**config.mk**
```make
export PLATFORM = sky130hd
export DESIGN_NAME = znsd_div
export DESIGN_NICKNAME = d
export VERILOG_FILES = /design/src/znsd_pkg.sv /design/src/znsd_div.sv
export SDC_FILE = /design/constraint.sdc
export NUM_CORES = 1
export LEC_CHECK = 0
export BUFFER_PORTS_ARGS = -buffer_cell sky130_fd_sc_hd__buf_4
export CORE_ASPECT_RATIO = 1.4
export CORE_MARGIN = 1
export CORE_UTILIZATION = 55
export DETAILED_ROUTE_END_ITERATION = 16
export GPL_ROUTABILITY_DRIVEN = 0
export PLACE_DENSITY = 0.79
export RECOVER_POWER = 50
export SETUP_SLACK_MARGIN = 0.15
export SLEW_MARGIN = 20
export SYNTH_ARGS = -nofsm -noshare
export SYNTH_HDL_FRONTEND = slang
export SYNTH_SLANG_ARGS = --single-unit
```
**constraint.sdc**
```tcl
create_clock -name clk -period 3.5 [get_ports clk]
set_input_delay 0.35 -clock clk [delete_from_list [all_inputs] [get_ports clk]]
set_output_delay 0.35 -clock clk [all_outputs]
set_load 0.05 [all_outputs]
```
**src/znsd_pkg.sv**
```systemverilog
package znsd_pkg;

    localparam int SAMP_W  = 16;
    localparam int QMAX    = 64;
    localparam int SMAX    = 256;
    localparam int QA_W    = 6;
    localparam int SA_W    = 8;
    localparam int QC_W    = 7;
    localparam int SC_W    = 9;
    localparam int DIVN_W  = 48;
    localparam int DIVD_W  = 32;
    localparam int DIVC_W  = 6;
    localparam int SQI_W   = 64;
    localparam int SQO_W   = 32;
    localparam int SQC_W   = 6;
    localparam int Z_W     = 22;
    localparam int DIST_W  = 16;
    localparam int DIST_MAX = 32768;

    typedef enum logic [1:0] {
        STAT_OK    = 2'd0,
        STAT_SHORT = 2'd1,
        STAT_FLAT  = 2'd2
    } status_t;

    typedef enum logic [4:0] {
        ST_IDLE,
        ST_START,
        ST_P1_RD,
        ST_P1_ACC,
        ST_P1_SQ,
        ST_CALC1,
        ST_CALC2,
        ST_CALC3,
        ST_SQRT_WAIT,
        ST_P2_RD,
        ST_P2_NUM,
        ST_P2_DIV,
        ST_P2_WAIT,
        ST_P2_SQ,
        ST_P2_ACC,
        ST_WIN_END,
        ST_FIN_DIV,
        ST_FIN_DWAIT,
        ST_FIN_SQ,
        ST_FIN_SWAIT
    } state_t;

endpackage

```
**src/znsd_div.sv**
```systemverilog
module znsd_div (
    input  logic                              clk,
    input  logic                              rst_n,
    input  logic                              go,
    input  logic [znsd_pkg::DIVN_W-1:0]       dividend,
    input  logic [znsd_pkg::DIVD_W-1:0]       divisor,
    output logic                              done,
    output logic [znsd_pkg::DIVN_W-1:0]       quotient
);

    logic                            run_reg, run_next;
    logic                            done_reg, done_next;
    logic [znsd_pkg::DIVC_W-1:0]     cnt_reg, cnt_next;
    logic [znsd_pkg::DIVN_W-1:0]     quo_reg, quo_next;
    logic [znsd_pkg::DIVD_W-1:0]     rem_reg, rem_next;
    logic [znsd_pkg::DIVD_W-1:0]     dvs_reg, dvs_next;
    logic [znsd_pkg::DIVD_W:0]       sh;
    logic                            ge;

    assign sh = {rem_reg, quo_reg[znsd_pkg::DIVN_W-1]};
    assign ge = sh >= {1'b0, dvs_reg};

    always_comb
    begin
        run_next  = run_reg;
        done_next = 1'b0;
        cnt_next  = cnt_reg;
        quo_next  = quo_reg;
        rem_next  = rem_reg;
        dvs_next  = dvs_reg;
        if (go)
        begin
            run_next = 1'b1;
            cnt_next = znsd_pkg::DIVC_W'(znsd_pkg::DIVN_W);
            quo_next = dividend;
            rem_next = '0;
            dvs_next = divisor;
        end
        else if (run_reg)
        begin
            rem_next = ge ? znsd_pkg::DIVD_W'(sh - {1'b0, dvs_reg})
                          : sh[znsd_pkg::DIVD_W-1:0];
            quo_next = {quo_reg[znsd_pkg::DIVN_W-2:0], ge};
            cnt_next = cnt_reg - 1'b1;
            if (cnt_reg == znsd_pkg::DIVC_W'(1))
            begin
                run_next  = 1'b0;
                done_next = 1'b1;
            end
        end
    end

    always_ff @(posedge clk or negedge rst_n)
    begin
        if (!rst_n)
        begin
            run_reg  <= 1'b0;
            done_reg <= 1'b0;
            cnt_reg  <= '0;
        end
        else
        begin
            run_reg  <= run_next;
            done_reg <= done_next;
            cnt_reg  <= cnt_next;
        end
    end

    always_ff @(posedge clk)
    begin
        quo_reg <= quo_next;
        rem_reg <= rem_next;
        dvs_reg <= dvs_next;
    end

    assign done     = done_reg;
    assign quotient = quo_reg;

endmodule

```
Yosys cells after proc, flatten, opt, wreduce, memory -nomap -nowiden
Index checks and enable logic that the tools add are counted.
{"block": "op_classes", "eq_ne": 1, "add_sub_neg": 2, "n_reduce_logical": 1, "magnitude_cmp": 1, "mux": 11}
{"operator": "two-way mux 48 bit", "n": 2}
{"operator": ">= comparator 33 x 32 -> 1 bit", "n": 1}
{"operator": "two-way mux 32 bit", "n": 1}
{"operator": "subtractor 32 bit", "n": 1}
{"operator": "two-way mux 6 bit", "n": 2}
{"operator": "equality test 6 x 1 -> 1 bit (second input constant)", "n": 1}
{"operator": "two-way mux 1 bit", "n": 6}
{"operator": "subtractor 6 x 1 -> 6 bit (second input constant)", "n": 1}
{"operator": "nonzero test 2 bit", "n": 1}
{"block": "totals", "out_inout_bits": 49, "in_bits": 83, "ff_bits": 120, "word_cells": 22}

Logic depth before layout (Yosys ltp)
{"block": "depth", "depth_word": 4, "mapped_depth": 12}

Worst setup path after synthesis
Ideal clock, no wire load.
{"block": "synth_timing", "kind": "register to register", "from": "reg quo_reg, in the netlist quotient[47]", "to": "reg rem_reg[28] (netlist bit)", "slack_ns": 0.717, "required_time_ns": 3.412, "arrival_time_ns": 2.695, "period_less_slack_ns": 2.783, "stages_incl_launch_ff": 12, "path_cell_list": "edfxtp_1 > inv_1 > ha_1 > fa_1 > nor2b_1 > o31ai_1 > nand2_1 > a31oi_2 > o311ai_0 > a21o_1 > o211ai_1 > a311oi_2"}
{"block": "synth_via", "elab_chain_cells": 2}
{"element": "start: declaration", "line": "znsd_div.sv:14", "source": "logic [znsd_pkg::DIVN_W-1:0] quo_reg, quo_next;"}
{"element": "start signal: assignment", "line": "znsd_div.sv:71", "source": "quo_reg <= quo_next;"}
{"element": "subtractor 32 bit / >= comparator 33 x 32 -> 1 bit (equally long branches)", "line": "znsd_div.sv:41, znsd_div.sv:21"}
{"element": "two-way mux 32 bit *", "line": "znsd_div.sv:41", "source": "rem_next = ge ? znsd_pkg::DIVD_W'(sh - {1'b0, dvs_reg})"}
{"element": "end signal: assignment", "line": "znsd_div.sv:72", "source": "rem_reg <= rem_next;"}
{"element": "end: declaration", "line": "znsd_div.sv:15", "source": "logic [znsd_pkg::DIVD_W-1:0] rem_reg, rem_next;"}
Mark *: on every way between the ends. The rest lies on a longest branch, timed or not.
A chain may end at the register's enable or synchronous reset.

Final worst setup path
{"block": "layout_timing", "from": "reg dvs_reg[26] (netlist bit)", "to": "reg rem_reg[22] (netlist bit)"}
{"block": "layout_via", "elab_chain_cells": 2}
{"element": "start: declaration", "line": "znsd_div.sv:16", "source": "logic [znsd_pkg::DIVD_W-1:0] dvs_reg, dvs_next;"}
{"element": "start signal: assignment", "line": "znsd_div.sv:73", "source": "dvs_reg <= dvs_next;"}
{"element": ">= comparator 33 x 32 -> 1 bit", "line": "znsd_div.sv:21", "source": "assign ge = sh >= {1'b0, dvs_reg};"}
{"element": "two-way mux 32 bit", "line": "znsd_div.sv:41"}
No other way between the ends.

==> metrics.md <==
| Metric | Value |
|---|---|
| Reg clk slew, reported paths | `60 ps` |
| Share of layout cells above drive strength 1 | `24.9%` |
| TritonCTS Buffers | `17` |
| Antenna diode count | `0` |
| Routed WL per cell | `18.3 microns` |
| Max-slew violations | `40` |
| Relative slew slack | `-43.3%` |
| Setup bufs post-CTS | `0` |
| Post-DP HPWL | `~13 mm` |
| CTS tree | `built` |
| Crit path DAT | `3310 ps` |
| Vias post-DR | `5,945` |
| CP max FO | `22` |
| CP Class | `reg -> reg` |
| Remaining global-route overflow | `0` |
| VDD IR-drop max | `0.365 mV` |
| Root buffer cell | `clkbuf_16` |
| Vias in the first global route | `about 6,300` |
| Worst setup EP type | `register` |
| Worst Path Buf+Inv | `1` |
| 1st-pass router iterations | `6` |
| Area grow syn2layout | `20.8%` |
| Final Routed Wirelength | `17.7 mm` |
| Outcome | `complete, but fails checks` |
| Startpoint types | `register` |
| Hold WC Path Type | `in -> reg` |
| Most Frequent Cell on Critical Path | `a21oi_2` |
| Synthesis warning total | `0` |
| Final hold vios | `0` |
| Number of flip-flops in the largest register | `48` |
| Final TNS setup | `0 ps` |
| P per Cell Area | `643 mW/mm^2` |
| Worst skew pair latency | `420 ps` |
| RSZ-0062 raised after global routing | `false` |
| Net count after synthesis | `799` |
| Max Clk Rate | `0.328 GHz` |
| Iter 0 DRT Violations | `505` |
| Gr usage total | `27.6%` |
| I/O pins | `132` |
| Post-Syn Area | `0.00703 sq mm` |
| Synth async-reset ratio | `around 6.7%` |
| Die footprint | `between 0.01 and 0.015 sq mm` |
| Core area | `around 0.012 sq mm` |
| Clock Path Buffers | `2` |
| Core Util, Final | `68.6%` |
| Initial antenna violation count | `0` |
| Final net count | `between 900 and 1,000` |
| Post-route ant nets | `0` |
| Synth top area share | `34.2%` |
| Synthesis-stage register bit count | `120` |
| Required @ worst endpoint | `about 3800 ps` |
| Number of port buffers | `131` |
| Family with the most delay on the worst path | `simple AND/OR/NAND/NOR gates` |
| Post-synth EDFFs | `80` |
| Row Count | `48` |
| Post-Synthesis Cells | `681` |
| Pleak | `~3.5 nW` |
| Max_cap viols | `1` |
| Critical Path Max Stage Delay | `540 ps` |
| Area contributors post-synth | `edfxtp_1, dfxtp_1, mux2_2, ha_1, dfrtp_1` |
| Width of the die | `97.6 microns` |
| Failing checks | `capacitance limit, slew limit` |
| Initial Util | `roughly 57%` |
| Via density | `6.15` |
| Largest net degree at the start of global routing | `48` |
| Post-synth top cells | `edfxtp_1, nor2_1, inv_1, mux2_2, nand2_1` |
| Worst path cell trace | `inv_1, ha_1, a21oi_2, o21ai_2, a21oi_2, nor2b_1, or4_4, o21a_4, nor2_2, o311ai_0` |
| Most common cell in the synthesized netlist | `edfxtp_1` |
| Period utilisation layout | `87.2%` |
| Seq/Total Area, Yosys | `between 40% and 50%` |
| Slowest-stage cell, CP | `or4_4` |
| Largest area contributor in the netlist | `edfxtp_1` |
| Clock tree sinks | `between 100 and 150` |
| First-pass GRT wire length | `a little under 30 mm` |
| Worst Skew | `roughly 7.0 ps` |
| Worst-Margin Slew | `2150 ps` |
| # DRC | `0` |
| Fillers | `between 900 and 1,000` |
| Main synth FF type | `edfxtp_1` |
| Mean post-synth cell area | `10.3 sq um` |
| Distinct cell type count after synthesis | `70` |
| Die height | `136 microns` |
| Clock H-tree levels | `4` |
| Minimum clock period | `3050 ps` |
| Final setup violation count | `0` |
==> what timing repair did <==
action | 4_1_cts | 5_1_grt
endpoints found under the hold margin | 8 | 0
setup endpoints to repair | 0 | 1
gates resized for setup | 0 | 1
hold buffers | 1 | 0
==> report_power, final <==
group	switching, W	total (W)	internal [W]
clock network	0.000701	0.00170	0.000995
logic	0.00117	0.00189	0.000718
registers	0.000142	0.00187	0.00173
total	0.00202	0.00546	0.00344
==> metrics by stage <==
stage / cells / power, W / instance area (sq um) / worst slack [ps] / hold slack (ps)
2_1_floorplan: 681 / 0.00332 / 7030 / 717 / 54.4
3_3_place_gp: 933 / 0.00374 / 8090 / 501 / 172
3_5_place_dp: 933 / 0.00380 / 8090 / 481 / 175
4_1_cts: 966 / 0.00551 / 8660 / 445 / 96.4
5_1_grt: 966 / 0.00573 / 8490 / 259 / 116
6_report: 966 / 0.00546 / 8490 / 448 / 129
==> kinds of logic after synthesis <==
group | after synthesis | synth area share, %
buffers and inverters | 86 | 5.25
multiplexers | 48 | 7.67
AO/OA/AOI/OAI | 169 | 17.9
flip-flops | 120 | 46.1
AND/OR/NAND/NOR | 200 | 13.8
XOR/XNOR | 23 | 2.86
adder cells (fa/ha/maj) | 35 | 6.33
==> cells in the final DEF, fill, tap and decap left out, types with 12 or more instances in the layout <==
cell type	instances
edfxtp_1	80
o211ai_1	12
dfxtp_1	32
clkbuf_4	32
nor2_1	51
clkbuf_16	17
nor3_1	19
buf_4	63
a21o_1	13
o21ai_0	23
nand3_1	30
nand4_1	14
clkbuf_1	46
ha_1	34
nand2_1	45
xnor2_1	16
a21oi_1	36
mux2_2	47
inv_1	46
==> metal layers <==
layer / vias up / global-route usage [%] / wire [microns]
li1: 2787 / - / -
met5: - / 0 / 0
met3: 59 / 8.77 / 1460
met2: 311 / 49.1 / 8980
met4: 0 / 14.7 / 656
met1: 2788 / 28.9 / 6570
==> area by class of cell <==
type	count	area (sq um)	area share, %
multi-input cells	475	3420	40.3
flip-flops and latches	120	3240	38.2
repair buffers	142	897	10.6
clock buffers	18	429	5.05
well taps	150	188	2.21
inverters	47	176	2.08
clock inverters	14	140	1.65
==> worst register-to-register path: cells and delay by family, from the launching register on <==
kind	cells	cell delay (ps)
AOI/OAI and AO/OA	5	1040
adders and majority gates	1	380
buffers and inverters	1	40
DFF	1	330
and+or+nand+nor	3	1100
==> worst paths after layout <==
check | start | to | slack [ps] | depth (start not counted)
worst max-delay path | dvs_reg[26]$_DFFE_PP_ | rem_reg[22]$_SDFFE_PP0P_ | 450 | 10
worst min-delay path | divisor[19] | dvs_reg[19]$_DFFE_PP_ | 130 | 1
worst max register to register | dvs_reg[26]$_DFFE_PP_ | rem_reg[22]$_SDFFE_PP0P_ | 450 | 10
worst min register to register | rem_reg[10]$_SDFFE_PP0P_ | rem_reg[10]$_SDFFE_PP0P_ | 490 | 2
max in group asynchronous | rst_n | cnt_reg[0]$_DFFE_PN0P_ | 2780 | 2
min in group asynchronous | rst_n | cnt_reg[3]$_DFFE_PN0P_ | 400 | 2
(Power assumes the default switching activity.)
