`config.mk`:
```
export PLATFORM = sky130hd
export DESIGN_NAME = znsd_sqrt
export DESIGN_NICKNAME = d
export VERILOG_FILES = /design/src/znsd_pkg.sv /design/src/znsd_sqrt.sv
export SDC_FILE = /design/constraint.sdc
export NUM_CORES = 1
export LEC_CHECK = 0
export BUFFER_PORTS_ARGS = -buffer_cell sky130_fd_sc_hd__buf_2
export CAP_MARGIN = 20
export CORE_MARGIN = 2
export CORE_UTILIZATION = 60
export DETAILED_ROUTE_END_ITERATION = 8
export GPL_ROUTABILITY_DRIVEN = 0
export HOLD_SLACK_MARGIN = 0.08
export PLACE_DENSITY_LB_ADDON = 0.2
export SKIP_CTS_REPAIR_TIMING = 1
export SLEW_MARGIN = 10
export SYNTH_ARGS = -nofsm -noshare
export SYNTH_HDL_FRONTEND = slang
export SYNTH_SLANG_ARGS = --single-unit
```
`constraint.sdc`:
```
create_clock -name clk -period 6.2 [get_ports clk]
set_input_delay 1.24 -clock clk [delete_from_list [all_inputs] [get_ports clk]]
set_output_delay 1.24 -clock clk [all_outputs]
set_load 0.03 [all_outputs]
```
`src/znsd_pkg.sv`:
```
package znsd_pkg;

    localparam int SAMP_W  = 16;
    localparam int QMAX    = 64;
    localparam int SMAX    = 256;
    localparam int QA_W    = 6;
    localparam int SA_W    = 8;
    localparam int QC_W    = 7;
    localparam int SC_W    = 9;
    localparam int DIVN_W  = 48;
    localparam int DIVD_W  = 32;
    localparam int DIVC_W  = 6;
    localparam int SQI_W   = 64;
    localparam int SQO_W   = 32;
    localparam int SQC_W   = 6;
    localparam int Z_W     = 22;
    localparam int DIST_W  = 16;
    localparam int DIST_MAX = 32768;

    typedef enum logic [1:0] {
        STAT_OK    = 2'd0,
        STAT_SHORT = 2'd1,
        STAT_FLAT  = 2'd2
    } status_t;

    typedef enum logic [4:0] {
        ST_IDLE,
        ST_START,
        ST_P1_RD,
        ST_P1_ACC,
        ST_P1_SQ,
        ST_CALC1,
        ST_CALC2,
        ST_CALC3,
        ST_SQRT_WAIT,
        ST_P2_RD,
        ST_P2_NUM,
        ST_P2_DIV,
        ST_P2_WAIT,
        ST_P2_SQ,
        ST_P2_ACC,
        ST_WIN_END,
        ST_FIN_DIV,
        ST_FIN_DWAIT,
        ST_FIN_SQ,
        ST_FIN_SWAIT
    } state_t;

endpackage

```
`src/znsd_sqrt.sv`:
```
module znsd_sqrt (
    input  logic                              clk,
    input  logic                              rst_n,
    input  logic                              go,
    input  logic [znsd_pkg::SQI_W-1:0]        radicand,
    output logic                              done,
    output logic [znsd_pkg::SQO_W-1:0]        root
);

    logic                            run_reg, run_next;
    logic                            done_reg, done_next;
    logic [znsd_pkg::SQC_W-1:0]      cnt_reg, cnt_next;
    logic [znsd_pkg::SQI_W-1:0]      rad_reg, rad_next;
    logic [znsd_pkg::SQO_W+1:0]      rem_reg, rem_next;
    logic [znsd_pkg::SQO_W-1:0]      root_reg, root_next;
    logic [znsd_pkg::SQO_W+3:0]      r4;
    logic [znsd_pkg::SQO_W+3:0]      trial;
    logic                            ge;

    assign r4    = {rem_reg, rad_reg[znsd_pkg::SQI_W-1 -: 2]};
    assign trial = {2'b00, root_reg, 2'b01};
    assign ge    = r4 >= trial;

    always_comb
    begin
        run_next  = run_reg;
        done_next = 1'b0;
        cnt_next  = cnt_reg;
        rad_next  = rad_reg;
        rem_next  = rem_reg;
        root_next = root_reg;
        if (go)
        begin
            run_next  = 1'b1;
            cnt_next  = znsd_pkg::SQC_W'(znsd_pkg::SQO_W);
            rad_next  = radicand;
            rem_next  = '0;
            root_next = '0;
        end
        else if (run_reg)
        begin
            rem_next  = ge ? (znsd_pkg::SQO_W+2)'(r4 - trial) : r4[znsd_pkg::SQO_W+1:0];
            root_next = {root_reg[znsd_pkg::SQO_W-2:0], ge};
            rad_next  = {rad_reg[znsd_pkg::SQI_W-3:0], 2'b00};
            cnt_next  = cnt_reg - 1'b1;
            if (cnt_reg == znsd_pkg::SQC_W'(1))
            begin
                run_next  = 1'b0;
                done_next = 1'b1;
            end
        end
    end

    always_ff @(posedge clk or negedge rst_n)
    begin
        if (!rst_n)
        begin
            run_reg  <= 1'b0;
            done_reg <= 1'b0;
            cnt_reg  <= '0;
        end
        else
        begin
            run_reg  <= run_next;
            done_reg <= done_next;
            cnt_reg  <= cnt_next;
        end
    end

    always_ff @(posedge clk)
    begin
        rad_reg  <= rad_next;
        rem_reg  <= rem_next;
        root_reg <= root_next;
    end

    assign done = done_reg;
    assign root = root_reg;

endmodule

```
* After elaboration in Yosys (flattened, before gate mapping)
Index checks and enable logic that the tools add are counted.
** Word-level totals
- Logic and storage cells :: 22
- Register bits after elaboration :: 138
- Bits of input ports :: 67
** Cells by class
- Reduce and logical (&&, ||, !) cells :: 1
- Multiplexer cells :: 11
- Order comparisons :: 1
- Add/subtract/negate cells :: 2
- Eq/ne operators :: 1
** Operators by type and width (number)
- 64-bit 2-to-1 mux :: 2
- 36-bit by 34-bit >= comparator with 1-bit output :: 1
- 34-bit 2-to-1 mux :: 1
- 34-bit subtractor :: 1
- 6-bit 2-to-1 mux :: 2
- 6-bit by 1-bit == test with 1-bit output (second input constant) :: 1
- 1-bit 2-to-1 mux :: 6
- 6-bit by 1-bit subtractor with 6-bit output (second input constant) :: 1
- 2-bit nonzero test :: 1

* Logic depth before layout (Yosys ltp)
Gate-level depths: netlist of the first run.
- Depth in word-level cells :: 4
- Gate-level depth with buffers :: 13
- Mapped depth without buffers :: 11

* Worst setup path after synthesis of the first run
No wires, ideal clock.
- Path type :: input to register
- Start :: input go
- End :: register rad_reg[0] in the netlist's numbering, enable pin
- Cell stages on the path :: 5
- Buffers on the path :: 3
- Path slack :: 2500 ps
- Arrival time :: 3282 ps
- Required time :: 5782 ps
- Path through :: clkbuf_1 clkbuf_1 clkbuf_1 nor2_1 inv_1
** Between the ends
- Longest elaborated chain between the ends :: 1
** RTL lines
- from (decl) :: line znsd_sqrt.sv:4 : input logic go,
- 2-bit nonzero test (no line)
- to (signal assigned) :: line znsd_sqrt.sv:72 : rad_reg <= rad_next;
- to (decl) :: line znsd_sqrt.sv:13 : logic [znsd_pkg::SQI_W-1:0] rad_reg, rad_next;
Every way passes these cells.
A chain may end at the register's enable or synchronous reset.

* Worst setup path after layout of the first run
- Start :: register root_reg, in the netlist root[3]
- End :: register rem_reg[26] in the netlist's numbering
** Between the ends
- Longest elaborated chain between the ends :: 2
** RTL lines
- from (decl) :: line znsd_sqrt.sv:15 : logic [znsd_pkg::SQO_W-1:0] root_reg, root_next;
- from (signal assigned) :: line znsd_sqrt.sv:74 : root_reg <= root_next;
- 34-bit subtractor / 36-bit by 34-bit >= comparator with 1-bit output (equally long branches) :: line znsd_sqrt.sv:42, znsd_sqrt.sv:22
- 34-bit 2-to-1 mux (*) :: line znsd_sqrt.sv:42 : rem_next = ge ? (znsd_pkg::SQO_W+2)'(r4 - trial) : r4[znsd_pkg::SQO_W+1:0];
- to (signal assigned) :: line znsd_sqrt.sv:73 : rem_reg <= rem_next;
- to (decl) :: line znsd_sqrt.sv:14 : logic [znsd_pkg::SQO_W+1:0] rem_reg, rem_next;
Mark *: on every way between the ends. The rest lies on a longest branch, timed or not.

==> flow_summary.ini, run 1 <==
[floorplan]
io_pins = 100
fp.dieW_um = 117
floorplan.die_area_sq_um = 13600
rows = 41
initial_utilization_pct = 60.8
core-area_sq_um = 12500
die_h_um = 117

[grt]
grt_pass1_wl_mm = 25.4
antenna_found_initial = 0
track_usage_pct = 23.7
overflow = 0
first_global_vias = 5509
grt_max_degree = 84

[sta]
worstMarginPinSlew_ps = 886
period_minus_slack_ps = 3180
setup_viol = 0
finalHoldViolCount = 0
period_share_pct = 51.3
relSlewSlack_pct = 41.0
finClkSkew_ps = 8.41
max_freq_mhz = 314
rsz0062_at_grt = false
setup_tns_ps = 0
drv_slew = 0

[clocking]
h-tree-depth = 4
clkLatencyLatePin_ps = 430
cts_tree = built
cts_buffers = 17
cts_buffer_depth = 2
cts_sinks = 138
cts.clk_slew.worst_paths_ps = 60
ctsRootBufferMaster = clkbuf_16

[worst_setup_path]
cp_max_fo = 42
critical_path.max_stage_delay_ps = 540
worst-setup-path-type = reg2reg
worstReg2RegStart = root[3]$_SDFFE_PP0P_
reg2reg_slack_ps = 3020
r2r-end = rem_reg[26]$_SDFFE_PP0P_
worst_path_most_repeated_cell = nand2_1
cp.arrival_ps = 3530
cpMaxStageDelayCell = buf_4
critPathTopFamily = compound AO/OA/AOI/OAI gates
crit_buf_inv = 2
cp-end-kind = flip-flop
reg2regPathDepth = 12
required_ps = 6550
startpoint_type = flip-flop
path_cells = inv_1 > ha_1 > nand2_1 > a211oi_1 > o211ai_1 > nand2_1 > a31oi_2 > a22oi_4 > buf_4 > nor3b_1 > or3_1 > a31oi_1

[finish]
fin_util_pct = 69.9
insertedDiodeCount = 0
largest_register_ffs = 64
mostFrequentLayoutCell = buf_2
syn2layout_area_growth_pct = 15.0
nets = 919
mostFrequentLayoutCells = 98 x buf_2, 92 x nor2_1, 66 x dfxtp_1, 64 x edfxtp_1, 62 x mux2_2
num-fill-cells = 1022
drive_gt1_share_pct = 24.7

[routing]
drt_first_pass_iters = 4
routed_wl_mm = 15.2
drc = 0
wire_per_inst_um = 15.2
ant_nets = 0
vias = 5603
viasPerCell = 5.60
drt_iter0_drc = 330

[synthesis]
yosysSeqAreaShare_pct = 45.2
synthArstFlopShare_pct = 5.80
synth-seq-cells = 138
ys_types = 61
yosysWarnings = 0
synth_ff_type = dfxtp_1
synth-edff-count = 64
synth_nets = 834
syn_avg_cell_area_sq_um = 10.4
syn-cell-area_sq_um = 7610
synthCells = 731

[outcome]
status = completed

[power_and_ir_drop]
p_sw_mw = 1.62
powerDensity_nw_per_um2 = 488
leakagePower_nw = 3.96
total_power_mw = 4.28
pwr-share-seq_pct = 29.3
p_int_mw = 2.65
p_comb_share_pct = 48.1
pwr-share-clk_pct = 22.6
ir_drop_uv = 261
swShare_pct = 38.0

[job]
drv_cap = 0

[min_path]
min-delay-path-class = reg2reg
min_to = rem_reg[32]$_SDFFE_PP0P_
hp-start = rem_reg[32]$_SDFFE_PP0P_
holdPathStages = 2

[place]
dp_hpwl_mm = 10.2
port_buffers = 99
-- worst reg2reg max path: cells and delay by family, from the launching register on --
| family | cells | cell delay, ps |
|---|---|---|
| AOI/OAI and AO/OA | 5 | 1020 |
| adders and majority gates | 1 | 390 |
| buffers and inverters | 2 | 620 |
| DFF | 1 | 380 |
| and+or+nand+nor | 4 | 720 |
-- how the worst max path moves through the flow --
stage | start | endpoint | slack, ps | cells after the start
floorplan | go | rad_reg[0]$_SDFFCE_PN0P_ | 2500 | 5
global placement | go | rad_reg[63]$_DFFE_PP_ | 2940 | 3
detailed placement | go | rad_reg[37]$_DFFE_PP_ | 2890 | 3
CTS | root[3]$_SDFFE_PP0P_ | rem_reg[26]$_SDFFE_PP0P_ | 2970 | 12
global route | root[3]$_SDFFE_PP0P_ | rem_reg[26]$_SDFFE_PP0P_ | 2800 | 12
finish | root[3]$_SDFFE_PP0P_ | rem_reg[26]$_SDFFE_PP0P_ | 3020 | 12
-- power by group through the flow --
| stage | clock, mW | sequential [mW] | combinational, mW |
|---|---|---|---|
| 6_report | 0.968 | 1.25 | 2.06 |
| 5_1_grt | 1.02 | 1.28 | 2.29 |
| 4_1_cts | 0.979 | 1.25 | 2.06 |
| 3_5_place_dp | 0 | 1.27 | 2.03 |
| 3_3_place_gp | 0 | 1.26 | 1.98 |
| 2_1_floorplan | 0 | 1.24 | 1.72 |
-- per-layer routing --
metal,routed length [um],track usage [%]
met1,6550,29.0
met2,7680,40.1
met3,778,6.90
met4,204,8.31
met5,0,0
-- Yosys cell counts, types with 11 or more instances --
master	count	area [sq um]
mux2i_1	60	601
nand2_1	26	97.6
edfxtp_1	64	1920
o21ai_0	13	65.1
mux2_2	62	698
a21oi_1	36	180
a211oi_1	30	225
dfxtp_1	66	1320
ha_1	36	450
o21ai_1	11	55.1
inv_1	49	184
a21o_1	11	82.6
clkbuf_1	21	78.8
xnor2_1	25	219
nor2_1	92	345
-- final cells by class --
class / instances / area (sq um) / area share, %
multi-input cells: 506 / 3810 / 43.6
flip-flops and latches: 138 / 3450 / 39.4
repair buffers: 103 / 528 / 6.03
clock buffers: 19 / 443 / 5.06
well taps: 172 / 215 / 2.46
inverters: 50 / 188 / 2.14
clock inverters: 13 / 120 / 1.37
-- metrics by stage --
stage	setup WS (ps)	hold WS [ps]	cell area (sq um)	instances
2_1_floorplan	2500	462	7610	731
3_3_place_gp	2940	478	8190	969
3_5_place_dp	2890	491	8190	969
4_1_cts	2970	497	8750	1001
5_1_grt	2800	538	8750	1001
6_report	3020	493	8750	1001
-- kinds of logic (layout without fill, tap and decap cells) --
kind of cell	count (synthesis)	in the layout	share of synthesized area, %
AOI/OAI and AO/OA	141	141	12.6
xor gates and xnor gates	33	33	3.80
adders and majority gates	36	36	5.92
buffers and inverters	87	185	4.70
DFF	138	138	45.2
muxes	122	122	17.1
and+or+nand+nor	174	174	10.7
(Power assumes the default switching activity.)
==> run 2: changes to the inputs <==
CORE_UTILIZATION = 53   (was 60)
clock period = 2.66 ns   (was 6.2 ns; I/O delays follow)
==> run 2 against run 1 <==
Global-route usage fell by 1.2 points. Sequential power rose by 140%. Critical path depth did not move. Critical path type unchanged. Highest routed layer unchanged. Sequential share of layout area fell by 4.4 points. Count of clock-buffer cells in the layout fell by 1. Fmax rose by 20%. Largest power group unchanged. Wire length rose by 14%. Clock power rose to 2.6 times the previous value. Hold slack got worse by 110 ps. Flip-flop and latch count did not move.
==> flow_summary.ini, run 2 (same netlist as run 1, synthesis figures left out) <==
[outcome]
status = completed

[finish]
nets = 993
mostFrequentLayoutCell = buf_2
insertedDiodeCount = 0
syn2layout_area_growth_pct = 30.2
drive_gt1_share_pct = 39.1
mostFrequentLayoutCells = 98 x buf_2, 91 x nor2_1, 70 x buf_4, 64 x edfxtp_1, 62 x mux2_2
fin_util_pct = 71.2
largest_register_ffs = 64

[worst_setup_path]
crit_end = rem_reg[20]$_SDFFE_PP0P_
cp_max_fo = 7
critPathTopFamily = compound AO/OA/AOI/OAI gates
cpMaxStageDelayCell = o41ai_4
crit_buf_inv = 3
worstReg2RegStart = root[15]$_SDFFE_PP0P_
cp-end-kind = flip-flop
required_ps = 2950
cp.depth = 12
r2r-end = rem_reg[20]$_SDFFE_PP0P_
reg2reg_slack_ps = 3
crit_start = root[15]$_SDFFE_PP0P_
cp.arrival_ps = 2950
path_cells = inv_1 > ha_4 > a21oi_1 > o21ai_2 > a21oi_2 > o41ai_4 > a31oi_4 > a22oi_4 > buf_6 > buf_12 > mux2i_1 > a211oi_1
worst-setup-path-type = reg2reg
reg2regPathDepth = 12
startpoint_type = flip-flop
critical_path.max_stage_delay_ps = 440

[place]
post-place-ws_ps = -47.4
port_buffers = 99
dp_hpwl_mm = 11.4

[sta]
drv_slew = 0
setup_tns_ps = 0
period_share_pct = 99.9
setup_viol = 0
relSlewSlack_pct = 59.2
rsz0062_at_grt = true
max_freq_mhz = 376
worstMarginPinSlew_ps = 603
finalHoldViolCount = 0
period_minus_slack_ps = 2660
worst_slack_ps = 3.06
finClkSkew_ps = 7.95

[routing]
viasPerCell = 5.58
drt_iter0_drc = 353
ant_nets = 0
wire_per_inst_um = 16.0
drt_first_pass_iters = 5
drc = 0
routed_wl_mm = 17.3
vias = 6044

[power_and_ir_drop]
powerDensity_nw_per_um2 = 1240
ir_drop_uv = 705
leakagePower_nw = 4.45
total_power_mw = 12.3

[floorplan]
initial_utilization_pct = 54.6
rows = 43
floorplan.die_area_sq_um = 15300
core-area_sq_um = 13900
io_pins = 100
fp.dieW_um = 124
die_h_um = 124

[clocking]
clkLatencyLatePin_ps = 430
cts_buffers = 17
cts_sinks = 138
cts_tree = built
cts.clk_slew.worst_paths_ps = 60
h-tree-depth = 4
ctsRootBufferMaster = clkbuf_16
cts_buffer_depth = 2

[grt]
grt_util_met2_pct = 37.8
antenna_found_initial = 0
grt_max_degree = 53
grt_pass1_wl_mm = 27.0
track_usage_pct = 22.5
busiest_layer = met2
first_global_vias = 5981
grtUsageMet3_pct = 6.87
grtUsageMet1_pct = 26.8
overflow = 0

[min_path]
min-delay-path-class = in2reg
hp-start = radicand[1]

[job]
drv_cap = 0
-- run 2: cell types whose count changed in the layout (fill, tap and decap cells not counted), moves of 4 or more --
cell,before,now
a21oi_2,1,10
a211oi_1,30,25
ha_1,36,19
ha_4,0,15
dfxtp_1,66,49
mux2i_1,60,55
a211oi_2,0,5
inv_6,2,6
dfxtp_2,0,17
buf_4,5,70
a21oi_1,36,26
-- run 2: routing by layer --
layer / routed length, um / up-vias
li1: - / 2951
met1: 7290 / 2927
met2: 8850 / 138
met3: 839 / 28
met4: 368 / 0
met5: 0 / -
-- run 2: per-stage QoR --
step / cells / cell area, sq um / hold WS (ps)
floorplan: 731 / 7630 / 236
global placement: 1031 / 8660 / 379
detailed placement: 1031 / 8660 / 387
CTS: 1063 / 9270 / -80.0
global route: 1083 / 9910 / 383
finish: 1083 / 9910 / 383
-- run 2: how the worst min path moves through the flow --
| stage | cells past startpoint | slack, ps | end |
|---|---|---|---|
| 6_report | 2 | 380 | rad_reg[1]$_SDFFCE_PN0P_ |
| 5_1_grt | 2 | 380 | rad_reg[1]$_SDFFCE_PN0P_ |
| 4_1_cts | 1 | -80 | cnt_reg[4]$_DFFE_PN0P_ |
| 3_5_place_dp | 1 | 390 | cnt_reg[2]$_DFFE_PN0P_ |
| 3_3_place_gp | 1 | 380 | cnt_reg[2]$_DFFE_PN0P_ |
| 2_1_floorplan | 0 | 240 | cnt_reg[0]$_DFFE_PN0P_ |
-- run 2: area by class of cell --
cell class                 count  area [sq um]
clock buffer                  18           429
inverter                      50           191
clock inverter                14           185
tap                          180           225
sequential                   138          3470
timing repair buffer         177          1180
multi-input combinational    506          4230
fill                        1027          4020
-- run 2: worst reg2reg max path: stages (launching register included) --
cell and delay (ps):
dfxtp_2 320, inv_1 60, ha_4 290, a21oi_1 90, o21ai_2 190, a21oi_2 110, o41ai_4 440, a31oi_4 80
a22oi_4 300, buf_6 170, buf_12 150, mux2i_1 240, a211oi_1 110
-- run 2: report_power, final --
group          internal (mW)  leakage [nW]  total (mW)  switching (mW)
Sequential              2.66          1.33        2.96           0.296
Clock                   1.50         0.297        2.48           0.980
Combinational           3.57          2.82        6.88            3.31
Total                   7.73          4.45        12.3            4.59
==> run 3: changes to the inputs <==
ABC_CLOCK_PERIOD_IN_PS = 2660   (was not set)
CORE_ASPECT_RATIO = 0.6   (was not set)
==> run 3 against run 2 <==
First-iteration DRC count up 52%. Final cell count down 0.18%. Fmax up 0.42%. Via count up 2.0%. Power up 2.0%. Combinational power up 3.5%. Core utilization up 0.73 points. Worst setup slack better by 11 ps. Sequential power about the same. Flip-flop and latch count unchanged. Critical path type unchanged. Wire length up 8.3%. Largest cell class unchanged. Largest power group unchanged.
==> flow_summary.ini, run 3 (same netlist as run 1, synthesis figures left out) <==
[sta]
finalHoldViolCount = 0
period_share_pct = 99.5
rsz0062_at_grt = true
worst_slack_ps = 14.1
drv_slew = 0
setup_viol = 0
setup_tns_ps = 0
finClkSkew_ps = 14.7
period_minus_slack_ps = 2650
relSlewSlack_pct = 62.5
worstMarginPinSlew_ps = 562
max_freq_mhz = 378
whs_ps = 403

[finish]
largest_register_ffs = 64
num-fill-cells = 965
nets = 979
drive_gt1_share_pct = 40.3
multi_input_area_sq_um = 4340
mostFrequentLayoutCell = buf_2
layout.area.seq_sq_um = 3470
mostFrequentLayoutCells = 98 x buf_2, 90 x nor2_1, 64 x edfxtp_1, 62 x mux2_2, 56 x buf_4
insertedDiodeCount = 0
syn2layout_area_growth_pct = 30.6
fin_util_pct = 71.9

[worst_setup_path]
cp.arrival_ps = 2950
reg2reg_slack_ps = 10
worst-setup-path-type = reg2reg
worstReg2RegStart = root[27]$_SDFFE_PP0P_
reg2regPathDepth = 12
r2r-end = rem_reg[17]$_SDFFE_PP0P_
startpoint_type = flip-flop
cp-end-kind = flip-flop
cp_max_fo = 8
required_ps = 2970

[routing]
met2_length_mm = 8.34
drt-met1-wl_mm = 9.26
drc = 0
wire_per_inst_um = 17.4
ant_nets = 0
topRoutingLayerUsed = met4
drt_first_pass_iters = 5
routed-wl-met3_mm = 1.04
drt_iter0_drc = 536
vias = 6164
viasPerCell = 5.70
routed_wl_mm = 18.8

[power_and_ir_drop]
ir_drop_uv = 643
powerDensity_nw_per_um2 = 1260
leakagePower_nw = 4.39

[floorplan]
io_pins = 100
rows = 33
core-area_sq_um = 13800
initial_utilization_pct = 55.1
floorplan.die_area_sq_um = 15400
die_h_um = 96.8
fp.dieW_um = 159

[place]
port_buffers = 99
dp_hpwl_mm = 11.9
post-place-ws_ps = -73.1

[clocking]
cts_buffer_depth = 2
h-tree-depth = 4
cts_sinks = 138
cts.clk_slew.worst_paths_ps = 70
clkLatencyLatePin_ps = 420
cts_buffers = 17
cts_tree = built
ctsRootBufferMaster = clkbuf_16

[outcome]
status = completed

[min_path]
min_to = rad_reg[1]$_SDFFCE_PN0P_
min-delay-path-class = in2reg
holdPathStages = 2
hp-start = radicand[1]

[grt]
overflow = 0
first_global_vias = 5662
grt_max_degree = 69
track_usage_pct = 22.6
antenna_found_initial = 0
grt_pass1_wl_mm = 28.5

[job]
drv_cap = 0
run 3: metal layers:
| metal | up-vias | global-route usage (%) |
|---|---|---|
| li1 | 2933 | - |
| met1 | 3000 | 34.7 |
| met2 | 212 | 32.7 |
| met3 | 19 | 4.20 |
| met4 | 0 | 4.94 |
| met5 | - | 0 |
run 3: how the worst max path moves through the flow:
| stage | start | cells past startpoint | end | slack (ps) |
|---|---|---|---|---|
| 4_1_cts | root[9]$_SDFFE_PP0P_ | 11 | rem_reg[17]$_SDFFE_PP0P_ | -80 |
| 3_5_place_dp | root[9]$_SDFFE_PP0P_ | 11 | rem_reg[17]$_SDFFE_PP0P_ | -70 |
| 5_1_grt | root[21]$_SDFFE_PP0P_ | 12 | rem_reg[17]$_SDFFE_PP0P_ | -90 |
| 2_1_floorplan | root[19]$_SDFFE_PP0P_ | 12 | rem_reg[1]$_SDFFE_PP0P_ | 5 |
| 3_3_place_gp | root[1]$_SDFFE_PP0P_ | 11 | rem_reg[31]$_SDFFE_PP0P_ | 40 |
| 6_report | root[27]$_SDFFE_PP0P_ | 12 | rem_reg[17]$_SDFFE_PP0P_ | 10 |
run 3: worst max-delay path, cell delays in order (launching register included):
cell	delay, ps
dfxtp_2	350
inv_1	80
ha_4	270
a21o_1	200
a21o_1	190
a21oi_2	200
o41ai_4	130
a31oi_4	200
a22oi_4	110
buf_12	180
clkbuf_16	160
nand2b_1	160
a311oi_2	310
run 3: power breakdown:
| part | switching, mW | internal, mW | total (mW) | leakage, nW |
|---|---|---|---|---|
| clock | 1.03 | 1.42 | 2.45 | 0.296 |
| sequential | 0.327 | 2.66 | 2.99 | 1.33 |
| combinational | 3.52 | 3.60 | 7.12 | 2.76 |
run 3: through the flow:
step	cells	instance area, sq um	power [mW]
after global placement	1032	8600	8.05
final	1081	9940	12.6
after global routing	1081	9940	13.2
after detailed placement	1032	8600	8.22
after floorplan	731	7630	6.92
after CTS	1064	9210	10.7
run 3: layout make-up:
class,count,area share (%)
clock inverters,15,1.80
repair buffers,163,11.0
clock buffers,17,4.28
inverters,50,1.93
well taps,192,2.42
flip-flops and latches,138,34.9
multi-input cells,506,43.6
